### config.mk
export PLATFORM = sky130hd
export DESIGN_NAME = column_wave_shift_engine_core
export DESIGN_NICKNAME = d
export VERILOG_FILES = /design/src/cwse_pkg.sv /design/src/cwse_wave_datapath.sv /design/src/column_wave_shift_engine_core.sv
export SDC_FILE = /design/constraint.sdc
export NUM_CORES = 1
export LEC_CHECK = 0
export ABC_AREA = 1
export BUFFER_PORTS_ARGS = -buffer_cell sky130_fd_sc_hd__buf_2
export CAP_MARGIN = 20
export CORE_ASPECT_RATIO = 0.9
export CORE_UTILIZATION = 59
export DETAILED_ROUTE_END_ITERATION = 8
export GPL_ROUTABILITY_DRIVEN = 0
export GPL_TIMING_DRIVEN = 0
export MAX_ROUTING_LAYER = met4
export PLACE_DENSITY = 0.8
export SYNTH_ARGS = -nofsm -noshare
export SYNTH_HDL_FRONTEND = slang
export SYNTH_SLANG_ARGS = --single-unit
### constraint.sdc
create_clock -name i_clk -period 4.6 [get_ports i_clk]
set_input_delay 0.46 -clock i_clk [delete_from_list [all_inputs] [get_ports i_clk]]
set_output_delay 0.46 -clock i_clk [all_outputs]
set_load 0.02 [all_outputs]
### src/cwse_pkg.sv
package cwse_pkg;

    localparam int WORD_W      = 32;
    localparam int CARRY_W     = 8;
    localparam int SHIFT_W     = 4;
    localparam int WAVE_IDX_W  = 7;
    localparam int WORD_IDX_W  = 4;
    localparam int CFG_W       = 5;
    localparam int MAX_SHIFT   = 8;

    typedef enum logic [1:0] {
        CMD_COLUMN_BEGIN = 2'd0,
        CMD_WORD         = 2'd1,
        CMD_FRAME_END    = 2'd2
    } t_command;

    typedef enum logic [0:0] {
        CFG_FIRST_WORD = 1'b0,
        CFG_END_WORD   = 1'b1
    } t_cfg_reg;

    typedef struct packed {
        logic [WORD_W-1:0]  out_word;
        logic               write_back;
        logic [SHIFT_W-1:0] shift_now;
    } t_result;

    // Stepped triangle: runs of 0, 2, 4, 6, 8, 6, 4, 2, 0 over the wave.
    function automatic logic [SHIFT_W-1:0] wave_shift(input logic [WAVE_IDX_W-1:0] idx);
        logic [SHIFT_W-1:0] s;
        case (idx) inside
            [7'd0:7'd15]:    s = 4'd0;
            [7'd16:7'd27]:   s = 4'd2;
            [7'd28:7'd37]:   s = 4'd4;
            [7'd38:7'd49]:   s = 4'd6;
            [7'd50:7'd77]:   s = 4'd8;
            [7'd78:7'd89]:   s = 4'd6;
            [7'd90:7'd99]:   s = 4'd4;
            [7'd100:7'd111]: s = 4'd2;
            default:         s = 4'd0;
        endcase
        return s;
    endfunction

endpackage

### src/cwse_wave_datapath.sv
module cwse_wave_datapath (
    input  logic                           i_clk,
    input  logic                           i_rst_n,
    input  logic                           i_accept,
    input  logic [1:0]                     i_command,
    input  logic                           i_eye,
    input  logic [cwse_pkg::WORD_IDX_W-1:0] i_word_index,
    input  logic [cwse_pkg::WORD_W-1:0]    i_pixel_word,
    input  logic [cwse_pkg::CFG_W-1:0]     i_first_word,
    input  logic [cwse_pkg::CFG_W-1:0]     i_end_word,
    output cwse_pkg::t_result              o_result
);
    import cwse_pkg::*;

    logic [WAVE_IDX_W-1:0] r_wave_index, n_wave_index;
    logic [SHIFT_W-1:0]    r_column_shift, n_column_shift;
    logic [CARRY_W-1:0]    r_carry [2];
    logic [CARRY_W-1:0]    n_carry [2];

    logic [WAVE_IDX_W-1:0]     wave_next;
    logic [CFG_W-1:0]          widx_ext;
    logic                      in_window;
    logic                      do_shift;
    logic [WORD_W+CARRY_W-1:0] shifted;
    t_command                  cmd;

    assign cmd       = t_command'(i_command);
    assign wave_next = r_wave_index + WAVE_IDX_W'(1);
    assign widx_ext  = CFG_W'(i_word_index);
    // The word index cannot reach the column length, so only the window is checked.
    assign in_window = (widx_ext >= i_first_word) && (widx_ext < i_end_word);
    assign do_shift  = in_window && (r_column_shift != '0) &&
                       (r_column_shift <= SHIFT_W'(MAX_SHIFT));
    // The top byte of the widened word holds the bits that fall out of this word.
    assign shifted   = {{CARRY_W{1'b0}}, i_pixel_word} << r_column_shift;

    always_comb begin
        n_wave_index   = r_wave_index;
        n_column_shift = r_column_shift;
        n_carry        = r_carry;
        o_result       = '0;
        case (cmd)
            CMD_COLUMN_BEGIN: begin
                n_wave_index   = wave_next;
                n_column_shift = wave_shift(wave_next);
                n_carry[0]     = '0;
                n_carry[1]     = '0;
            end
            CMD_WORD: begin
                if (do_shift) begin
                    o_result.out_word   = shifted[WORD_W-1:0] |
                                          WORD_W'(r_carry[i_eye]);
                    o_result.write_back = 1'b1;
                    n_carry[i_eye]      = shifted[WORD_W+CARRY_W-1:WORD_W];
                end else begin
                    o_result.out_word = i_pixel_word;
                end
            end
            CMD_FRAME_END: begin
                n_wave_index = wave_next;
            end
            default: begin
            end
        endcase
        o_result.shift_now = n_column_shift;
    end

    always_ff @(posedge i_clk) begin
        if (!i_rst_n) begin
            r_wave_index   <= '0;
            r_column_shift <= '0;
            r_carry[0]     <= '0;
            r_carry[1]     <= '0;
        end else if (i_accept) begin
            r_wave_index   <= n_wave_index;
            r_column_shift <= n_column_shift;
            r_carry        <= n_carry;
        end
    end

endmodule

### src/column_wave_shift_engine_core.sv
// Channel  | Handshake                 | Payload
// ---------+---------------------------+---------------------------------------------
// input    | i_in_valid / o_in_stall   | i_command, i_eye, i_word_index, i_pixel_word
// output   | o_out_valid / i_out_stall | o_out_word, o_write_back, o_shift_now
// config   | i_cfg_we                  | i_cfg_index, i_cfg_data
//
// One word per cycle unless stalled; each result is registered in the output
// register, or in the skid register while the output is held. The wave, shift
// and carry registers update at the accepting edge, so the next word may follow
// at once. A skid register behind the output register keeps the input stall
// registered. Reset is synchronous and active low; it clears the wave state, the
// carries and both valid flags, and returns the window registers to their defaults.
module column_wave_shift_engine_core (
    input  logic                            i_clk,
    input  logic                            i_rst_n,
    input  logic                            i_in_valid,
    output logic                            o_in_stall,
    input  logic [1:0]                      i_command,
    input  logic                            i_eye,
    input  logic [cwse_pkg::WORD_IDX_W-1:0] i_word_index,
    input  logic [cwse_pkg::WORD_W-1:0]     i_pixel_word,
    output logic                            o_out_valid,
    input  logic                            i_out_stall,
    output logic [cwse_pkg::WORD_W-1:0]     o_out_word,
    output logic                            o_write_back,
    output logic [cwse_pkg::SHIFT_W-1:0]    o_shift_now,
    input  logic                            i_cfg_we,
    input  logic [0:0]                      i_cfg_index,
    input  logic [cwse_pkg::CFG_W-1:0]      i_cfg_data
);
    import cwse_pkg::*;

    logic [CFG_W-1:0] r_first_word;
    logic [CFG_W-1:0] r_end_word;

    logic    r_out_valid, n_out_valid;
    logic    r_skid_valid, n_skid_valid;
    t_result r_out, n_out;
    t_result r_skid, n_skid;
    t_result step_result;
    logic    accept_in;
    logic    out_free;

    assign accept_in = i_in_valid && !r_skid_valid;
    assign out_free  = !r_out_valid || !i_out_stall;

    always_ff @(posedge i_clk) begin
        if (!i_rst_n) begin
            r_first_word <= '0;
            r_end_word   <= CFG_W'(13);
        end else if (i_cfg_we) begin
            case (t_cfg_reg'(i_cfg_index))
                CFG_FIRST_WORD: r_first_word <= i_cfg_data;
                CFG_END_WORD:   r_end_word   <= i_cfg_data;
                default: begin
                end
            endcase
        end
    end

    cwse_wave_datapath u_datapath (
        .i_clk        (i_clk),
        .i_rst_n      (i_rst_n),
        .i_accept     (accept_in),
        .i_command    (i_command),
        .i_eye        (i_eye),
        .i_word_index (i_word_index),
        .i_pixel_word (i_pixel_word),
        .i_first_word (r_first_word),
        .i_end_word   (r_end_word),
        .o_result     (step_result)
    );

    always_comb begin
        n_out_valid  = r_out_valid;
        n_skid_valid = r_skid_valid;
        n_out        = r_out;
        n_skid       = r_skid;
        if (out_free) begin
            if (r_skid_valid) begin
                n_out        = r_skid;
                n_out_valid  = 1'b1;
                n_skid_valid = 1'b0;
            end else begin
                n_out       = step_result;
                n_out_valid = accept_in;
            end
        end else if (accept_in) begin
            // The output word is held, so the new one parks in the skid register.
            n_skid       = step_result;
            n_skid_valid = 1'b1;
        end
    end

    always_ff @(posedge i_clk) begin
        if (!i_rst_n) begin
            r_out_valid  <= 1'b0;
            r_skid_valid <= 1'b0;
        end else begin
            r_out_valid  <= n_out_valid;
            r_skid_valid <= n_skid_valid;
        end
    end

    always_ff @(posedge i_clk) begin
        r_out  <= n_out;
        r_skid <= n_skid;
    end

    assign o_in_stall   = r_skid_valid;
    assign o_out_valid  = r_out_valid;
    assign o_out_word   = r_out.out_word;
    assign o_write_back = r_out.write_back;
    assign o_shift_now  = r_out.shift_now;

    a_skid_behind_out: assert property (@(posedge i_clk) disable iff (!i_rst_n)
        r_skid_valid |-> r_out_valid)
        else $error("skid register holds a word while the output register is empty");

    a_write_needs_shift: assert property (@(posedge i_clk) disable iff (!i_rst_n)
        (o_out_valid && o_write_back) |-> (o_shift_now != '0))
        else $error("write-back flagged with zero shift");

    a_shift_from_wave: assert property (@(posedge i_clk) disable iff (!i_rst_n)
        o_out_valid |-> (o_shift_now <= SHIFT_W'(MAX_SHIFT) && !o_shift_now[0]))
        else $error("shift is not a wave table value");

    a_skid_drains: assert property (@(posedge i_clk) disable iff (!i_rst_n)
        (r_skid_valid && !i_out_stall) |=> (r_out_valid && !r_skid_valid))
        else $error("skid word not moved into the output register");

endmodule

==> impl_metrics.yaml <==
outcome:
  status: "finished clean"
clocking:
  ctsHtreeMaxLevel: 4
  ctsHoldBuffers: 0
  cts_resized: 0
  cts_tree: "yes"
  clockBufferDepth: 2
  clk_pin_slew_ns: 0.05
  clock_latency_ns: 0.42
  cts_root_buffer: "clkbuf_16"
  clock-sinks: 113
  cts_setup_buffers: 0
  cts_made_buffers: 17
grt:
  grt_pass1_wl_um: 30600
  antenna_found_initial: 0
  grt_max_degree: 39
  grt_pass1_vias: 6116
  grt-ovfl-total: 0
  grt_usage_pct: 34.4
detailed_routing:
  routed_wl_um: 19300
  first_pass_iters: 6
  drc_errors: 0
  dr.first_iter.drc_count: 829
  routedWlPerCell_um: 16.0
  drtAntennaViolNets: 0
  vias_per_cell: 5.74
  vias: 6905
die:
  pin_count: 89
  start_util_pct: 61.5
  fp.dieW_um: 115
  dieArea_um2: 11900
  rows: 36
  core_um2: 11000
  dieHeight_um: 104
critical_path:
  critPathBufInv: 3
  arrival_ns: 2.84
  required_ns: 4.78
  slowest_delay_ns: 0.52
  crit_top_cell: "nand2_1"
  path_max_fanout: 9
  cp_cell_sequence: "ha_1, inv_1, nand2_1, nand2_2, inv_1, nor2_1, o31ai_1, inv_1, nand2_2, nand4_1, nand2_1, o21ai_2, nand2_1, nand2_1"
  end_kind: "flop"
  critPathTopFamily: "simple AND/OR/NAND/NOR gates"
  slowest_stage: "dfxtp_1"
  crit_type: "reg -> reg"
  critPathLaunchType: "flop"
yosys:
  synth_enable_flop_cells: 74
  synth_cell_types: 39
  postSynthCellCount: 930
  synth_top_flop_cell: "edfxtp_1"
  syn_avg_cell_area_um2: 7.30
  yosysSeqAreaShare_pct: 44.2
  netlist_area_um2: 6790
  async_reset_ff_share_pct: 0
  synth-seq-cells: 113
  yosysWarnings: 0
  syn_nets: 991
sta:
  tns_ns: 0
  fin_hold_ws_ns: 0.274
  rsz0062_at_grt: "false"
  fmax_ghz: 0.375
  finalHoldViolCount: 0
  finalMaxSlewViolations: 0
  fin_skew_ns: 0.00717
  fin_crit_ns: 2.66
  setup_viol: 0
  worst_pin_slew_ns: 0.649
  maxSlewHeadroom_pct: 56.5
  finalCritPeriodShare_pct: 57.9
layout:
  final_cell_mix: "322 x nand2_1, 112 x o21ai_0, 103 x buf_2"
  finalNetCount: 1100
  utilization_pct: 73.7
  syn_to_final_growth_pct: 19.8
  final_common_cell: "nand2_1"
  num_antenna_cells: 0
  layout-drive-gt1-share_pct: 16.0
  final_cells: 1204
pwr:
  sw_frac_of_total_pct: 25.7
  clock_power_share_pct: 48.7
  p_switching_mw: 0.789
  power.total_mw: 3.07
  pwr-share-comb_pct: 13.6
  seqPwrFrac_pct: 37.7
  intPower_mw: 2.28
  ir_drop_uv: 490
  p_per_area_nw_per_um2: 377
  p_leak_nw: 3.72
placed_design:
  dp_cells: 1172
  place_hpwl_um: 13600
  portBuffers: 88
job:
  cap_violations: 0
hold_path:
  min_path_type: "in -> reg"
==> through the flow <==
stage | instance area [um2] | setup WS (ns)
6_report | 8140 | 1.94
5_1_grt | 8140 | 1.77
4_1_cts | 8140 | 1.99
3_5_place_dp | 7470 | 1.98
3_3_place_gp | 7420 | -0.134
2_1_floorplan | 6790 | 1.15
==> flip-flops by register name (all words and copies together), names as in the netlist <==
name / flops
o_in_stall: 1
o_write_back: 1
u_datapath.r_column_shift: 4
u_datapath.r_carry: 16
o_out_valid: 1
r_end_word: 5
u_datapath.r_wave_index: 7
o_shift_now: 4
r_skid: 37
o_out_word: 32
r_first_word: 5
==> layer usage <==
layer	up-vias	track usage, %	wire length (um)
met5	-	-	0
met4	0	15.3	582
met3	71	8.72	2290
met2	448	48.9	8320
met1	3089	46.3	8100
li1	3297	-	-
==> power by group through the flow <==
stage / registers [mW] / clock network (mW) / logic [mW]
detailed placement: 1.18 / 0 / 0.402
finish: 1.16 / 1.50 / 0.419
floorplan: 1.22 / 0 / 0.223
global route: 1.16 / 1.54 / 0.457
CTS: 1.16 / 1.50 / 0.408
global placement: 1.18 / 0 / 0.392
==> cells by family after synthesis <==
family,Yosys count,share of synthesized area [%]
xor gates and xnor gates,1,0.129
muxes,13,1.92
DFF,113,44.2
AOI/OAI and AO/OA,215,17.3
and+or+nand+nor,436,26.0
adders and majority gates,11,2.03
buffers and inverters,141,8.40
==> tightest hold or removal path, delay by kind of cell <==
family | cells | cell delay, ns
AND/OR/NAND/NOR | 1 | 0.04
AO/OA/AOI/OAI | 1 | 0.07
buffers and inverters | 1 | 0.08
==> synth_stat cells, types with 13 or more instances <==
library cell | number | share of area [%]
inv_1 | 89 | 4.9
nand3_1 | 23 | 1.7
edfxtp_1 | 74 | 33
nor2_1 | 64 | 3.5
o21ai_1 | 17 | 1.3
o22ai_1 | 18 | 1.7
nand2_1 | 323 | 18
buf_2 | 15 | 1.1
clkbuf_1 | 18 | 0.99
o21ai_0 | 112 | 8.3
a21oi_1 | 40 | 2.9
dfxtp_1 | 39 | 11
mux2i_1 | 13 | 1.9
==> area by class of cell <==
type	instances	area [um2]
multi-input cells	676	3230
fillers	869	2900
inverters	94	353
plain buffers	47	218
clock inverters	14	236
repair buffers	90	480
well taps	152	190
clock buffers	18	429
flip-flops and latches	113	3000
==> final timing paths <==
kind                                                  from               to  slack [ns]  cells after the start
worst max-delay path            u_datapath.r_wave_index[0]   o_shift_now[2]        1.94                     14
worst min-delay path                         i_cfg_data[3]    r_end_word[3]        0.27                      3
worst max register to register  u_datapath.r_wave_index[0]   o_shift_now[2]        1.94                     14
worst min register to register             r_first_word[3]  r_first_word[3]        0.46                      2
Power figures use the tool's default switching activity.
